`config.mk`:
```
export PLATFORM = sky130hd
export DESIGN_NAME = radio_tuning_command_encoder_top_flat
export DESIGN_NICKNAME = d
export VERILOG_FILES = /design/src/rtl/rtce_pkg.sv /design/src/rtl/rtce_if.sv /design/src/rtl/radio_tuning_command_encoder_top.sv /design/src/rtl/rtce_decide.sv /design/src/rtl/rtce_bcd_stage.sv /design/src/rtl/rtce_sequencer.sv /design/src/flat_wrapper.sv
export SDC_FILE = /design/constraint.sdc
export NUM_CORES = 2
export LEC_CHECK = 0
export BUFFER_PORTS_ARGS = -buffer_cell sky130_fd_sc_hd__buf_2
export CORE_MARGIN = 3
export CORE_UTILIZATION = 50
export CTS_CLUSTER_DIAMETER = 60
export DETAILED_ROUTE_END_ITERATION = 10
export GPL_TIMING_DRIVEN = 0
export PLACE_DENSITY = 0.78
export SYNTH_ARGS = -nofsm -noshare
export SYNTH_HDL_FRONTEND = slang
export SYNTH_SLANG_ARGS = --single-unit
```
`constraint.sdc`:
```
create_clock -name clk -period 8.75 [get_ports clk]
set_input_delay 0 -clock clk [delete_from_list [all_inputs] [get_ports clk]]
set_output_delay 0 -clock clk [all_outputs]
set_load 0.01 [all_outputs]
```
`src/rtl/rtce_pkg.sv`:
```
// Shared types and constants of the radio tuning command encoder.
// No dependencies; every other file of the block imports this package.
`default_nettype none

package rtce_pkg;

    // Field widths
    localparam int FREQ_W   = 29;
    localparam int OFFS_W   = 15;
    localparam int STEP_W   = 14;
    localparam int OPC_W    = 2;
    localparam int CFG_IDX_W = 2;
    localparam int CFG_DATA_W = 29;
    localparam int BYTE_W   = 8;

    // Working width of signed frequency and offset arithmetic
    localparam int SUM_W    = FREQ_W + 2;

    // Binary to BCD conversion pipeline
    localparam int DD_BIN_W          = 32;
    localparam int DD_DIGITS         = 9;
    localparam int DD_BCD_W          = DD_DIGITS * 4;
    localparam int DD_BITS_PER_STAGE = 4;
    localparam int DD_STAGES         = DD_BIN_W / DD_BITS_PER_STAGE;

    // Limits
    localparam logic [SUM_W-2:0]        FREQ_MAX_HZ = (SUM_W-1)'(500000000);
    localparam logic signed [SUM_W-1:0] CLAR_HI     = SUM_W'(9999);
    localparam logic signed [SUM_W-1:0] CLAR_LO     = -(SUM_W'(9999));

    // Register reset values
    localparam logic [FREQ_W-1:0]        RST_BASE_FREQ = '0;
    localparam logic signed [OFFS_W-1:0] RST_BASE_OFFS = -(OFFS_W'(1500));
    localparam logic [STEP_W-1:0]        RST_STEP      = STEP_W'(5000);
    localparam logic                     RST_PWR_EN    = 1'b0;

    // Command bytes
    localparam logic [BYTE_W-1:0] CODE_SET_FREQ = 8'h01;
    localparam logic [BYTE_W-1:0] CODE_CLAR     = 8'hF5;
    localparam logic [BYTE_W-1:0] CODE_INIT     = 8'h07;
    localparam logic [BYTE_W-1:0] INIT_LEAD     = 8'h0A;
    localparam logic [BYTE_W-1:0] CODE_INIT_END = 8'h05;
    localparam logic [BYTE_W-1:0] CODE_WAKE     = 8'h00;
    localparam logic [BYTE_W-1:0] CODE_PWR_ON   = 8'h0F;
    localparam logic [BYTE_W-1:0] CODE_PWR_OFF  = 8'h8F;
    localparam logic [BYTE_W-1:0] SIGN_POS      = 8'h00;
    localparam logic [BYTE_W-1:0] SIGN_NONPOS   = 8'h01;
    localparam logic [BYTE_W-1:0] CLAR_SAT_HI   = 8'h99;
    localparam logic [BYTE_W-1:0] CLAR_SAT_LO   = 8'h90;

    typedef enum logic [OPC_W-1:0] {
        OP_RETUNE  = 2'd0,
        OP_INIT    = 2'd1,
        OP_PWR_ON  = 2'd2,
        OP_PWR_OFF = 2'd3
    } opcode_t;

    typedef enum logic [CFG_IDX_W-1:0] {
        CFG_BASE_FREQ = 2'd0,
        CFG_BASE_OFFS = 2'd1,
        CFG_STEP      = 2'd2,
        CFG_PWR_EN    = 2'd3
    } cfg_idx_t;

    // Per-item decisions carried down the conversion pipeline
    typedef struct packed {
        opcode_t op;
        logic    freq_ok;
        logic    clar_ok;
        logic    clar_sign;
        logic    pwr_en;
    } cmd_ctl_t;

    typedef struct packed {
        cmd_ctl_t              ctl;
        logic [DD_BIN_W-1:0]   frq_bin;
        logic [DD_BCD_W-1:0]   frq_bcd;
        logic [DD_BIN_W-1:0]   clr_bin;
        logic [DD_BCD_W-1:0]   clr_bcd;
    } lane_t;

    typedef struct packed {
        logic [BYTE_W-1:0] byte_a;
        logic [BYTE_W-1:0] byte_b;
        logic [BYTE_W-1:0] byte_c;
        logic [BYTE_W-1:0] byte_d;
        logic [BYTE_W-1:0] code;
    } cmd_t;

endpackage

`default_nettype wire

```
`src/rtl/rtce_if.sv`:
```
// Valid/ready channel interfaces of the radio tuning command encoder.
// Depends on rtce_pkg for field widths.
`default_nettype none

interface rtce_in_if
    import rtce_pkg::*;
();
    logic                 valid;
    logic                 ready;
    logic [OPC_W-1:0]     opcode;
    logic [FREQ_W-1:0]    target_frequency;

    modport source (output valid, output opcode, output target_frequency, input ready);
    modport sink   (input valid, input opcode, input target_frequency, output ready);
endinterface

interface rtce_out_if
    import rtce_pkg::*;
();
    logic                 valid;
    logic                 ready;
    logic [BYTE_W-1:0]    param_byte_a;
    logic [BYTE_W-1:0]    param_byte_b;
    logic [BYTE_W-1:0]    param_byte_c;
    logic [BYTE_W-1:0]    param_byte_d;
    logic [BYTE_W-1:0]    command_code;
    logic                 last_of_run;

    modport source (output valid, output param_byte_a, output param_byte_b,
                    output param_byte_c, output param_byte_d, output command_code,
                    output last_of_run, input ready);
    modport sink   (input valid, input param_byte_a, input param_byte_b,
                    input param_byte_c, input param_byte_d, input command_code,
                    input last_of_run, output ready);
endinterface

`default_nettype wire

```
`src/rtl/radio_tuning_command_encoder_top.sv`:
```
// Radio tuning command encoder: input register and decision stage, an 8-stage
// binary to BCD pipeline, then a sequencer with an output register.
// Throughput: one command per cycle unless cmd_out.ready stalls; an item holds the sequencer
// until its commands (1 to 4) are sent, and an item with no command still takes its turn.
// Reset: rst_n async low clears control, base frequency and registers to defaults.
`default_nettype none

module radio_tuning_command_encoder_top
    import rtce_pkg::*;
(
    input  wire logic                  clk,
    input  wire logic                  rst_n,
    input  wire logic                  cfg_we,
    input  wire logic [CFG_IDX_W-1:0]  cfg_index,
    input  wire logic [CFG_DATA_W-1:0] cfg_wdata,
    rtce_in_if.sink                    cmd_in,
    rtce_out_if.source                 cmd_out
);

    lane_t lane       [DD_STAGES+1];
    logic  lane_valid [DD_STAGES+1];
    logic  lane_ready [DD_STAGES+1];
    cmd_t  out_cmd;

    rtce_decide u_decide (
        .clk       (clk),
        .rst_n     (rst_n),
        .cfg_we    (cfg_we),
        .cfg_index (cfg_index),
        .cfg_wdata (cfg_wdata),
        .up_valid  (cmd_in.valid),
        .up_ready  (cmd_in.ready),
        .up_opcode (cmd_in.opcode),
        .up_target (cmd_in.target_frequency),
        .dn_valid  (lane_valid[0]),
        .dn_ready  (lane_ready[0]),
        .dn_lane   (lane[0])
    );

    for (genvar s = 0; s < DD_STAGES; s++)
    begin : g_bcd
        rtce_bcd_stage u_stage (
            .clk      (clk),
            .rst_n    (rst_n),
            .up_valid (lane_valid[s]),
            .up_ready (lane_ready[s]),
            .up_lane  (lane[s]),
            .dn_valid (lane_valid[s+1]),
            .dn_ready (lane_ready[s+1]),
            .dn_lane  (lane[s+1])
        );
    end

    rtce_sequencer u_seq (
        .clk       (clk),
        .rst_n     (rst_n),
        .up_valid  (lane_valid[DD_STAGES]),
        .up_ready  (lane_ready[DD_STAGES]),
        .up_lane   (lane[DD_STAGES]),
        .out_valid (cmd_out.valid),
        .out_ready (cmd_out.ready),
        .out_cmd   (out_cmd),
        .out_last  (cmd_out.last_of_run)
    );

    assign cmd_out.param_byte_a = out_cmd.byte_a;
    assign cmd_out.param_byte_b = out_cmd.byte_b;
    assign cmd_out.param_byte_c = out_cmd.byte_c;
    assign cmd_out.param_byte_d = out_cmd.byte_d;
    assign cmd_out.command_code = out_cmd.code;

endmodule

`default_nettype wire

```
`src/rtl/rtce_decide.sv`:
```
// Input register, configuration registers, base frequency and per-item decisions.
// Depends on rtce_pkg; feeds the BCD conversion pipeline.
`default_nettype none

module rtce_decide
    import rtce_pkg::*;
(
    input  wire logic                  clk,
    input  wire logic                  rst_n,
    input  wire logic                  cfg_we,
    input  wire logic [CFG_IDX_W-1:0]  cfg_index,
    input  wire logic [CFG_DATA_W-1:0] cfg_wdata,
    input  wire logic                  up_valid,
    output logic                       up_ready,
    input  wire logic [OPC_W-1:0]      up_opcode,
    input  wire logic [FREQ_W-1:0]     up_target,
    output logic                       dn_valid,
    input  wire logic                  dn_ready,
    output lane_t                      dn_lane
);

    logic [FREQ_W-1:0]        base_freq_reg;
    logic signed [OFFS_W-1:0] base_offs_reg;
    logic [STEP_W-1:0]        step_reg;
    logic                     pwr_en_reg;
    logic [FREQ_W-1:0]        cur_base_reg;
    logic [FREQ_W-1:0]        cur_base_next;

    logic                     in_valid_reg;
    opcode_t                  op_reg;
    logic [FREQ_W-1:0]        tgt_reg;

    logic                     d_valid_reg;
    lane_t                    d_lane_reg;
    lane_t                    d_lane_next;

    logic                     d_ready;
    logic                     adv;

    logic [FREQ_W:0]          diff;
    logic [FREQ_W:0]          abs_diff;
    logic                     move;
    logic                     up_dir;
    logic [SUM_W-1:0]         f_ret;
    logic [SUM_W-1:0]         f_init;
    logic [SUM_W-1:0]         f_sel;
    logic                     f_in_range;
    logic                     freq_ok;
    logic signed [SUM_W-1:0]  off_full;
    logic                     clar_ok;
    logic [15:0]              rnd_n;
    logic [15:0]              rnd_u;

    assign d_ready  = !d_valid_reg || dn_ready;
    assign adv      = in_valid_reg && d_ready;
    assign up_ready = !in_valid_reg || d_ready;

    always_comb
    begin
        diff     = {1'b0, tgt_reg} - {1'b0, cur_base_reg};
        abs_diff = diff[FREQ_W] ? (~diff + 1'b1) : diff;
        move     = abs_diff > {{(FREQ_W + 1 - STEP_W){1'b0}}, step_reg};
        up_dir   = tgt_reg > cur_base_reg;

        f_ret  = up_dir ? ({2'b00, tgt_reg} + {{(SUM_W - STEP_W){1'b0}}, step_reg})
                        : ({2'b00, tgt_reg} - {{(SUM_W - STEP_W){1'b0}}, step_reg});
        f_init = {2'b00, base_freq_reg}
               + {{(SUM_W - OFFS_W){base_offs_reg[OFFS_W-1]}}, base_offs_reg};
        f_sel  = (op_reg == OP_INIT) ? f_init : f_ret;

        // Reject bases that went negative or above the top of the band
        f_in_range = !f_sel[SUM_W-1] && (f_sel[SUM_W-2:0] <= FREQ_MAX_HZ);
        freq_ok    = f_in_range && ((op_reg == OP_INIT) || ((op_reg == OP_RETUNE) && move));

        cur_base_next = freq_ok ? f_sel[FREQ_W-1:0] : cur_base_reg;

        off_full = $signed({2'b00, tgt_reg} - {2'b00, cur_base_next});
        clar_ok  = (off_full <= CLAR_HI) && (off_full >= CLAR_LO);

        // Round to 10 Hz, ties up: keep the tens of n for n >= 0, of 9 - n below zero
        rnd_n = off_full[15:0] + 16'd5;
        rnd_u = rnd_n[15] ? (16'd9 - rnd_n) : rnd_n;

        d_lane_next.ctl.op        = op_reg;
        d_lane_next.ctl.freq_ok   = freq_ok;
        d_lane_next.ctl.clar_ok   = clar_ok;
        d_lane_next.ctl.clar_sign = off_full[SUM_W-1] || (off_full == '0);
        d_lane_next.ctl.pwr_en    = pwr_en_reg;
        d_lane_next.frq_bin       = {{(DD_BIN_W - FREQ_W){1'b0}}, f_sel[FREQ_W-1:0]};
        d_lane_next.frq_bcd       = '0;
        d_lane_next.clr_bin       = {{(DD_BIN_W - 16){1'b0}}, rnd_u};
        d_lane_next.clr_bcd       = '0;
    end

    always_ff @(posedge clk or negedge rst_n)
    begin
        if (!rst_n)
        begin
            base_freq_reg <= RST_BASE_FREQ;
            base_offs_reg <= RST_BASE_OFFS;
            step_reg      <= RST_STEP;
            pwr_en_reg    <= RST_PWR_EN;
        end
        else if (cfg_we)
        begin
            unique case (cfg_idx_t'(cfg_index))
                CFG_BASE_FREQ: base_freq_reg <= cfg_wdata[FREQ_W-1:0];
                CFG_BASE_OFFS: base_offs_reg <= $signed(cfg_wdata[OFFS_W-1:0]);
                CFG_STEP:      step_reg      <= cfg_wdata[STEP_W-1:0];
                CFG_PWR_EN:    pwr_en_reg    <= cfg_wdata[0];
                default:       pwr_en_reg    <= pwr_en_reg;
            endcase
        end
    end

    always_ff @(posedge clk or negedge rst_n)
    begin
        if (!rst_n)
        begin
            in_valid_reg <= 1'b0;
            d_valid_reg  <= 1'b0;
            cur_base_reg <= '0;
        end
        else
        begin
            if (up_ready)
            begin
                in_valid_reg <= up_valid;
            end
            if (d_ready)
            begin
                d_valid_reg <= in_valid_reg;
            end
            // The moved base is registered, so the next item sees it
            if (adv)
            begin
                cur_base_reg <= cur_base_next;
            end
        end
    end

    always_ff @(posedge clk)
    begin
        if (up_valid && up_ready)
        begin
            op_reg  <= opcode_t'(up_opcode);
            tgt_reg <= up_target;
        end
        if (adv)
        begin
            d_lane_reg <= d_lane_next;
        end
    end

    assign dn_valid = d_valid_reg;
    assign dn_lane  = d_lane_reg;

endmodule

`default_nettype wire

```
`src/rtl/rtce_bcd_stage.sv`:
```
// One stage of the shift-and-add-3 binary to BCD pipeline, two lanes.
// Depends on rtce_pkg for the lane layout and stage sizing.
`default_nettype none

module rtce_bcd_stage
    import rtce_pkg::*;
(
    input  wire logic  clk,
    input  wire logic  rst_n,
    input  wire logic  up_valid,
    output logic       up_ready,
    input  wire lane_t up_lane,
    output logic       dn_valid,
    input  wire logic  dn_ready,
    output lane_t      dn_lane
);

    logic  valid_reg;
    lane_t lane_reg;
    lane_t lane_next;

    // Shift a few binary bits into the BCD digits, adding 3 to digits of 5 or more
    function automatic logic [DD_BCD_W+DD_BIN_W-1:0] dd_shift(
        input logic [DD_BCD_W-1:0] bcd_in,
        input logic [DD_BIN_W-1:0] bin_in
    );
        logic [DD_BCD_W-1:0] bcd;
        logic [DD_BIN_W-1:0] bin;
        bcd = bcd_in;
        bin = bin_in;
        for (int s = 0; s < DD_BITS_PER_STAGE; s++)
        begin
            for (int g = 0; g < DD_DIGITS; g++)
            begin
                if (bcd[g*4 +: 4] >= 4'd5)
                begin
                    bcd[g*4 +: 4] = bcd[g*4 +: 4] + 4'd3;
                end
            end
            bcd = {bcd[DD_BCD_W-2:0], bin[DD_BIN_W-1]};
            bin = {bin[DD_BIN_W-2:0], 1'b0};
        end
        return {bcd, bin};
    endfunction

    always_comb
    begin
        lane_next     = up_lane;
        {lane_next.frq_bcd, lane_next.frq_bin} = dd_shift(up_lane.frq_bcd, up_lane.frq_bin);
        {lane_next.clr_bcd, lane_next.clr_bin} = dd_shift(up_lane.clr_bcd, up_lane.clr_bin);
    end

    assign up_ready = !valid_reg || dn_ready;

    always_ff @(posedge clk or negedge rst_n)
    begin
        if (!rst_n)
        begin
            valid_reg <= 1'b0;
        end
        else if (up_ready)
        begin
            valid_reg <= up_valid;
        end
    end

    always_ff @(posedge clk)
    begin
        if (up_valid && up_ready)
        begin
            lane_reg <= lane_next;
        end
    end

    assign dn_valid = valid_reg;
    assign dn_lane  = lane_reg;

endmodule

`default_nettype wire

```
`src/rtl/rtce_sequencer.sv`:
```
// Builds the command run of one item and sends it out one command per transfer.
// Depends on rtce_pkg for the lane, command types and command bytes.
`default_nettype none

module rtce_sequencer
    import rtce_pkg::*;
(
    input  wire logic         clk,
    input  wire logic         rst_n,
    input  wire logic         up_valid,
    output logic              up_ready,
    input  wire lane_t        up_lane,
    output logic              out_valid,
    input  wire logic         out_ready,
    output cmd_t              out_cmd,
    output logic              out_last
);

    localparam int SLOTS = 4;

    logic [SLOTS-1:0] mask_reg;
    cmd_t             slot_reg [SLOTS];
    logic [SLOTS-1:0] mask_next;
    cmd_t             slot_next [SLOTS];

    logic             out_valid_reg;
    cmd_t             out_cmd_reg;
    logic             out_last_reg;

    logic [1:0]       sel;
    logic [SLOTS-1:0] rest;
    logic             out_load;
    logic             emit;

    cmd_t             freq_cmd;
    cmd_t             clar_cmd;
    logic             clar_sat;

    // Frequency digits: drop the units digit to send Hz / 10
    always_comb
    begin
        freq_cmd.byte_a = up_lane.frq_bcd[35:28];
        freq_cmd.byte_b = up_lane.frq_bcd[27:20];
        freq_cmd.byte_c = up_lane.frq_bcd[19:12];
        freq_cmd.byte_d = up_lane.frq_bcd[11:4];
        freq_cmd.code   = CODE_SET_FREQ;

        // A nonzero ten-thousands digit means a rounded magnitude of 10000
        clar_sat        = up_lane.clr_bcd[19:16] != 4'd0;
        clar_cmd.byte_a = up_lane.ctl.clar_sign ? SIGN_NONPOS : SIGN_POS;
        clar_cmd.byte_b = '0;
        clar_cmd.byte_c = clar_sat ? CLAR_SAT_HI : up_lane.clr_bcd[15:8];
        clar_cmd.byte_d = clar_sat ? CLAR_SAT_LO : {up_lane.clr_bcd[7:4], 4'h0};
        clar_cmd.code   = CODE_CLAR;
    end

    always_comb
    begin
        mask_next = '0;
        for (int i = 0; i < SLOTS; i++)
        begin
            slot_next[i] = '0;
        end
        unique case (up_lane.ctl.op)
            OP_RETUNE:
            begin
                slot_next[0] = freq_cmd;
                slot_next[1] = clar_cmd;
                mask_next    = {2'b00, up_lane.ctl.clar_ok, up_lane.ctl.freq_ok};
            end
            OP_INIT:
            begin
                slot_next[0]        = '0;
                slot_next[0].byte_a = INIT_LEAD;
                slot_next[0].code   = CODE_INIT;
                slot_next[1]        = freq_cmd;
                slot_next[2].code   = CODE_CLAR;
                slot_next[3].code   = CODE_INIT_END;
                mask_next           = {2'b11, up_lane.ctl.freq_ok, 1'b1};
            end
            OP_PWR_ON:
            begin
                slot_next[0].code = CODE_WAKE;
                slot_next[1].code = CODE_PWR_ON;
                mask_next         = {2'b00, {2{up_lane.ctl.pwr_en}}};
            end
            OP_PWR_OFF:
            begin
                slot_next[0].code = CODE_PWR_OFF;
                mask_next         = {3'b000, up_lane.ctl.pwr_en};
            end
            default:
            begin
                mask_next = '0;
            end
        endcase
    end

    // Lowest pending slot goes first
    always_comb
    begin
        priority if (mask_reg[0])
            sel = 2'd0;
        else if (mask_reg[1])
            sel = 2'd1;
        else if (mask_reg[2])
            sel = 2'd2;
        else
            sel = 2'd3;
        rest = mask_reg & ~(SLOTS'(1) << sel);
    end

    assign out_load = !out_valid_reg || out_ready;
    assign emit     = (mask_reg != '0) && out_load;
    assign up_ready = (mask_reg == '0) || (emit && (rest == '0));

    always_ff @(posedge clk or negedge rst_n)
    begin
        if (!rst_n)
        begin
            mask_reg      <= '0;
            out_valid_reg <= 1'b0;
        end
        else
        begin
            if (up_valid && up_ready)
            begin
                mask_reg <= mask_next;
            end
            else if (emit)
            begin
                mask_reg <= rest;
            end
            if (out_load)
            begin
                out_valid_reg <= emit;
            end
        end
    end

    always_ff @(posedge clk)
    begin
        if (up_valid && up_ready)
        begin
            for (int i = 0; i < SLOTS; i++)
            begin
                slot_reg[i] <= slot_next[i];
            end
        end
        if (emit)
        begin
            out_cmd_reg  <= slot_reg[sel];
            out_last_reg <= rest == '0;
        end
    end

    assign out_valid = out_valid_reg;
    assign out_cmd   = out_cmd_reg;
    assign out_last  = out_last_reg;

endmodule

`default_nettype wire
```
`src/flat_wrapper.sv`:
```
// flat-port wrapper written by rule: the top's interface ports become plain ports
module radio_tuning_command_encoder_top_flat import rtce_pkg::*;
  (clk, rst_n, cfg_we, cfg_index, cfg_wdata, cmd_in_valid, cmd_in_opcode, cmd_in_target_frequency, cmd_in_ready, cmd_out_valid, cmd_out_param_byte_a, cmd_out_param_byte_b, cmd_out_param_byte_c, cmd_out_param_byte_d, cmd_out_command_code, cmd_out_last_of_run, cmd_out_ready);
  rtce_in_if cmd_in_i ();
  rtce_out_if cmd_out_i ();
  input  wire logic clk;
  input  wire logic rst_n;
  input  wire logic cfg_we;
  input  wire logic [CFG_IDX_W-1:0] cfg_index;
  input  wire logic [CFG_DATA_W-1:0] cfg_wdata;
  input wire logic [$bits(cmd_in_i.valid)-1:0] cmd_in_valid;
  input wire logic [$bits(cmd_in_i.opcode)-1:0] cmd_in_opcode;
  input wire logic [$bits(cmd_in_i.target_frequency)-1:0] cmd_in_target_frequency;
  output wire logic [$bits(cmd_in_i.ready)-1:0] cmd_in_ready;
  output wire logic [$bits(cmd_out_i.valid)-1:0] cmd_out_valid;
  output wire logic [$bits(cmd_out_i.param_byte_a)-1:0] cmd_out_param_byte_a;
  output wire logic [$bits(cmd_out_i.param_byte_b)-1:0] cmd_out_param_byte_b;
  output wire logic [$bits(cmd_out_i.param_byte_c)-1:0] cmd_out_param_byte_c;
  output wire logic [$bits(cmd_out_i.param_byte_d)-1:0] cmd_out_param_byte_d;
  output wire logic [$bits(cmd_out_i.command_code)-1:0] cmd_out_command_code;
  output wire logic [$bits(cmd_out_i.last_of_run)-1:0] cmd_out_last_of_run;
  input wire logic [$bits(cmd_out_i.ready)-1:0] cmd_out_ready;
  assign cmd_in_i.valid = cmd_in_valid;
  assign cmd_in_i.opcode = cmd_in_opcode;
  assign cmd_in_i.target_frequency = cmd_in_target_frequency;
  assign cmd_in_ready = cmd_in_i.ready;
  assign cmd_out_valid = cmd_out_i.valid;
  assign cmd_out_param_byte_a = cmd_out_i.param_byte_a;
  assign cmd_out_param_byte_b = cmd_out_i.param_byte_b;
  assign cmd_out_param_byte_c = cmd_out_i.param_byte_c;
  assign cmd_out_param_byte_d = cmd_out_i.param_byte_d;
  assign cmd_out_command_code = cmd_out_i.command_code;
  assign cmd_out_last_of_run = cmd_out_i.last_of_run;
  assign cmd_out_i.ready = cmd_out_ready;
  radio_tuning_command_encoder_top u_core (.clk(clk), .rst_n(rst_n), .cfg_we(cfg_we), .cfg_index(cfg_index), .cfg_wdata(cfg_wdata), .cmd_in(cmd_in_i), .cmd_out(cmd_out_i));
endmodule
```
* Yosys cells after proc, flatten, opt, wreduce, memory -nomap -nowiden
Memory sizes are Yosys's and may differ from the RTL's. A register that Yosys moved wholly into a read port is not among the register bits.
Cells that the tools add are included.
** Storage, ports and cells
- Flip-flop bits (word level) :: 759
- Bits in latches :: 0
- Word-level logic and storage cells :: 1098
- ROM bits :: 0
- Input port bits :: 67
- Bits in writable memories :: 160
- Memories :: 1
- Output and inout port bits :: 43
** Memories
- u_core.u_seq.slot_reg :: words 4, width 40, rd ports 1, clocked after Yosys merged registers in 1, wr ports 4, line rtce_sequencer.sv:22 : cmd_t slot_reg [SLOTS];
** Operators by class
- Reduce and logical (&&, ||, !) cells :: 56
- $mul :: 0
- Bitwise logic cells :: 3
- Shift operators :: 1
- Div/mod/pow operators :: 0
- Muxes and demuxes :: 321
- Add/subtract/negate cells :: 307
- Eq/ne operators :: 7
- Order comparisons :: 304
** Operators with widths (count)
- 4-bit by 3-bit >= comparator with 1-bit output (second input constant) :: 281
- 4-bit 2-to-1 mux :: 261
- 4-bit by 2-bit adder with 4-bit output (second input constant) :: 259
- 32-bit one-hot mux with 2 select lines :: 2
- 3-bit 2-to-1 mux :: 37
- 3-bit by 2-bit adder with 3-bit output (second input constant) :: 22
- 31-bit 2-to-1 mux :: 2
- 29-bit by 29-bit subtractor with 30-bit output :: 2
- 1-bit by 2-bit adder with 3-bit output (both inputs constant) :: 16
- 1-bit by 3-bit >= comparator with 1-bit output (both inputs constant) :: 16
- 8-bit one-hot mux with 4 select lines :: 1
- 30-bit by 15-bit adder with 31-bit output :: 1
- 31-bit zero test :: 1
- 29-bit by 14-bit adder with 30-bit output :: 1
- 30-bit by 1-bit adder with 30-bit output (second input constant) :: 1
- 30-bit by 15-bit >= comparator with 1-bit output (second input constant) :: 1
- 30-bit by 14-bit greater-than comparator with 1-bit output :: 1
- 30-bit by 15-bit less-or-equal comparator with 1-bit output (second input constant) :: 1
- 30-bit by 29-bit less-or-equal comparator with 1-bit output (second input constant) :: 1
- 30-bit 2-to-1 mux :: 1
- 30-bit inverter :: 1
- 29-bit by 14-bit subtractor with 30-bit output :: 1
- 29-bit greater-than comparator :: 1
- 29-bit 2-to-1 mux :: 1
- other kinds (23) :: 87

* Logic depth before layout (Yosys ltp)
- Depth in word-level cells :: 20
- Mapped depth :: 43
- Gate-level depth less buffers :: 40

* Modules after synthesis
From an unflattened synthesis, not the netlist that was laid out.
** Unflattened totals
- Cell total of the unflattened synthesis :: 13679
- Area, all modules :: 122118.4 µm²
** Modules (own cells, without submodules)
- rtce_bcd_stage at u_core.g_bcd[0].u_stage ... :: area an instance 12602.1 µm², cells each 1435, seq. area each 4048.9 µm², instances 7
- rtce_decide :: area an instance 16682.2 µm², cells each 1871, seq. area each 4729.5 µm², instances 1
- rtce_bcd_stage at u_core.g_bcd[6].u_stage :: area an instance 12577.1 µm², cells each 1459, seq. area each 4048.9 µm², instances 1
- rtce_sequencer :: area an instance 4644.5 µm², cells each 304, seq. area each 3458.3 µm², instances 1

* Worst setup path before layout
Ideal clock, no wire load.
- Path type :: register to register
- Start :: register u_core.u_decide.tgt_reg[7]
- End :: register u_core.u_decide.d_lane_reg, in the netlist u_core.u_decide.dn_lane[50] (data pin)
- Required time :: 8.488 ns
- Library setup time :: 0.262 ns
- Path slack :: 0.295 ns
- Arrival :: 8.193 ns
- Period minus slack after synthesis :: 8.455 ns
- Stages on the path, launching flop included :: 43
- Buffers on the path :: 4
- Path through :: edfxtp_1 ha_1 buf_2 o21ai_1 o21bai_1 o31ai_2 o21a_1 o31a_1 o21a_1 clkbuf_1 clkbuf_1 nand2_1 o21ai_0 ha_1 nor2b_1 o21a_1 o21ai_0 a21oi_1 [7 not listed] buf_2 mux2_1 ha_1 inv_1 fa_1 a21o_1 a21oi_1 o21ai_0 a311oi_1 o21bai_1 a21oi_1 xnor2_1 nand3_1 nor3b_1 nand3_1 xnor2_1 o31ai_1 xnor2_1
** RTL lines
- start, declared :: line rtce_decide.sv:31 : logic [FREQ_W-1:0] tgt_reg;
- start signal, assigned :: line rtce_decide.sv:147 : tgt_reg <= up_target;
- end signal, assigned :: line rtce_decide.sv:151 : d_lane_reg <= d_lane_next;
- end, declared :: line rtce_decide.sv:34 : lane_t d_lane_reg;

==> reports/metrics.csv <==
metric,value,unit
final_cell_mix,"edfxtp_1, ha_1, inv_1",
clockBufferDepth,3,
cts_sinks,723,
grt_util_met2,0.3748,
die_h,318.2,um
path_class,reg2reg,
min_path_type,in2reg,
violations,setup timing,
synthAdderAreaFrac,0.1221,
die-width,318.2,um
grt_max_degree,71,
synthToLayoutAreaGrowth,15.48,%
first_iter_violations,2375,
ys_warn_count,0,
postSynthCellCount,4685,
grt_pass1_wl,173900,um
hold-worst-slack,71.24,ps
slew_viol_final,0,
num_antenna_cells,0,
yosys.area.top_type,edfxtp_1,
clk_latency,650,ps
grtUsageMet1,0.2428,
hold_viol,0,
crit_fanout,10,
die-area,101300,um^2
drt.antenna.violating_nets,0,
cp_data_arrival_time,9110,ps
largest_reg_flops,429,
gp_congestion,0.9607,
post-route-drc-count,0,
yosysSeqAreaShare,0.4351,
maxCapViolCount,0,
reg2reg_slack,-7,ps
synth_mux_area_frac,0.07559,
setup_ws,-6.656,ps
critPathMaxStageDelay,690,ps
vias,36030,
core,95860,um^2
worst_pin_slew,1305,ps
synth_nets,5223,
ys.flop_type,edfxtp_1,
wirelength,109100,um
antenna_found_initial,2,
outcome,finished with violations,
synthXorXnorAreaFrac,0.05020,
netlist_area,48750,um^2
wire_per_inst,17.14,um
initial_core_util,0.5085,
synth-edff-count,620,
synth_area_leaders,"edfxtp_1, ha_1, dfrtp_1, xnor2_1, mux2i_1",
drt_first_pass_iters,5,
nets,5571,
synth_simple_gate_area_frac,0.1359,
path_clk_slew,60,ps
grtUsageTotal,0.2066,
viasPerCell,5.663,
finClkSkew,36.15,ps
busiest_layer,met2,
io_buffers,109,
relSlewSlack,0.1208,
setup_viol,1,
synth_top_cell_area_share,0.3819,
layout-drive-gt1-share,0.1407,
crit_required,9100,ps
worstSetupStartpointType,register,
hpwl,79940,um
max_freq,114.2,MHz
grt_overflow,0,
ys_ff_latch,723,
yosysUniqueCellTypes,107,
tritoncts,done,
nFillCells,7652,
synthArstFlopShare,0.1425,
layout_commonest_cell,edfxtp_1,
rsz0062_at_grt,yes,
grtUsageMet3,0.03019,
finalCritPeriodShare,1.001,
fin_crit,8757,ps
multi_input_area,26790,um^2
h-tree-depth,3,
slowest_stage,or4b_2,
synth_compound_area_frac,0.1438,
syn_avg_cell_area,10.41,um^2
rows,113,
grt_pass1_vias,35380,
cts_root_buf,clkbuf_16,
end_kind,register,
regArea,21210,um^2
crit_top_cell,nor2b_1,
ios,110,
synth_top_family_by_area,compound AO/OA/AOI/OAI gates,
cts_inserted_buffers,81,
-- cell families (layout without fill, tap and decap cells) --
kind of cell	Yosys count	in the layout
muxes	344	344
DFF	723	723
AOI/OAI and AO/OA	1115	1116
adders and majority gates	473	473
xor gates and xnor gates	277	277
and+or+nand+nor	1280	1280
buffers and inverters	473	884
-- synthesized netlist by cell type (all sizes together), types with 17 or more instances --
library cell	n
edfxtp	620
ha	466
inv	380
a21oi	342
o21ai	321
nor2	304
nand2	286
xnor2	222
mux2i	178
mux2	166
nor2b	103
nor3	97
dfrtp	91
nand2b	88
clkbuf	74
a21o	71
nor3b	70
and2	64
nand3	62
o21a	56
xor2	54
a22o	43
a21boi	36
nand3b	34
and3	33
a211oi	28
o211ai	28
nand4	27
a211o	23
a31oi	22
or3	22
or2	21
buf	19
nor4	19
and4	17
-- worst paths after layout --
path	startpoint	end	cells after the start
min reg2reg	u_core.g_bcd[0].u_stage.dn_lane[139]	u_core.g_bcd[1].u_stage.dn_lane[139]	0
min	cmd_in_target_frequency[6]	u_core.u_decide.tgt_reg[6]	2
min in group asynchronous	rst_n	u_core.u_decide.cur_base_reg[23]	4
max	u_core.u_decide.step_reg[12]	u_core.u_decide.dn_lane[50]	30
max reg2reg	u_core.u_decide.step_reg[12]	u_core.u_decide.dn_lane[50]	30
max in group asynchronous	rst_n	u_core.u_decide.base_offs_reg[14]	4
-- repair_timing --
item	in CTS	in global routing
buffers inserted	42	42
resized for setup	138	81
endpoints found under the setup margin	16	16
pin swaps	41	46
endpoints found under the hold margin	184	0
cloned	0	1
hold buffers	70	0
-- cell type report --
class                           count  area share
Buffer                             79    0.006668
Clock buffer                       98     0.03769
Clock inverter                     49    0.009468
Inverter                          380     0.02534
Multi-Input combinational cell   3490      0.4759
Sequential cell                   723      0.3768
Tap cell                         1265     0.02812
Timing Repair Buffer              278     0.04003
-- routing by layer --
| layer | wire, um | share of wire | vias to the layer above |
|---|---|---|---|
| li1 | - | - | 17760 |
| met1 | 44490 | 0.41 | 17130 |
| met2 | 54320 | 0.50 | 881 |
| met3 | 5350 | 0.049 | 250 |
| met4 | 4883 | 0.045 | 2 |
| met5 | 11 | 0.00010 | - |
-- critical path: cells and delay by family, from the launching register on --
kind                       cells  cell delay [ps]
DFF                            1              590
AOI/OAI and AO/OA             11             2870
muxes                          1              300
buffers and inverters          3              670
and+or+nand+nor               11             3000
adders and majority gates      2              540
xor gates and xnor gates       2              470
-- stage by stage --
stage / worst slack, ps / util / cells / setup TNS (ps) / area (um^2)
global placement: -2158 / 0.5307 / 6059 / -30570 / 50880
global route: -321.6 / 0.5873 / 6362 / -3369 / 56300
floorplan: 294.9 / - / 4685 / 0 / 48750
CTS: 0.07283 / 0.5801 / 6325 / 0 / 55600
detailed placement: -2242 / 0.5353 / 6074 / -31550 / 51310
finish: -6.656 / 0.5873 / 6362 / -6.656 / 56300
Power is not shown: default switching activity piles up to over one toggle a cycle in this logic, so the estimate is an artifact.
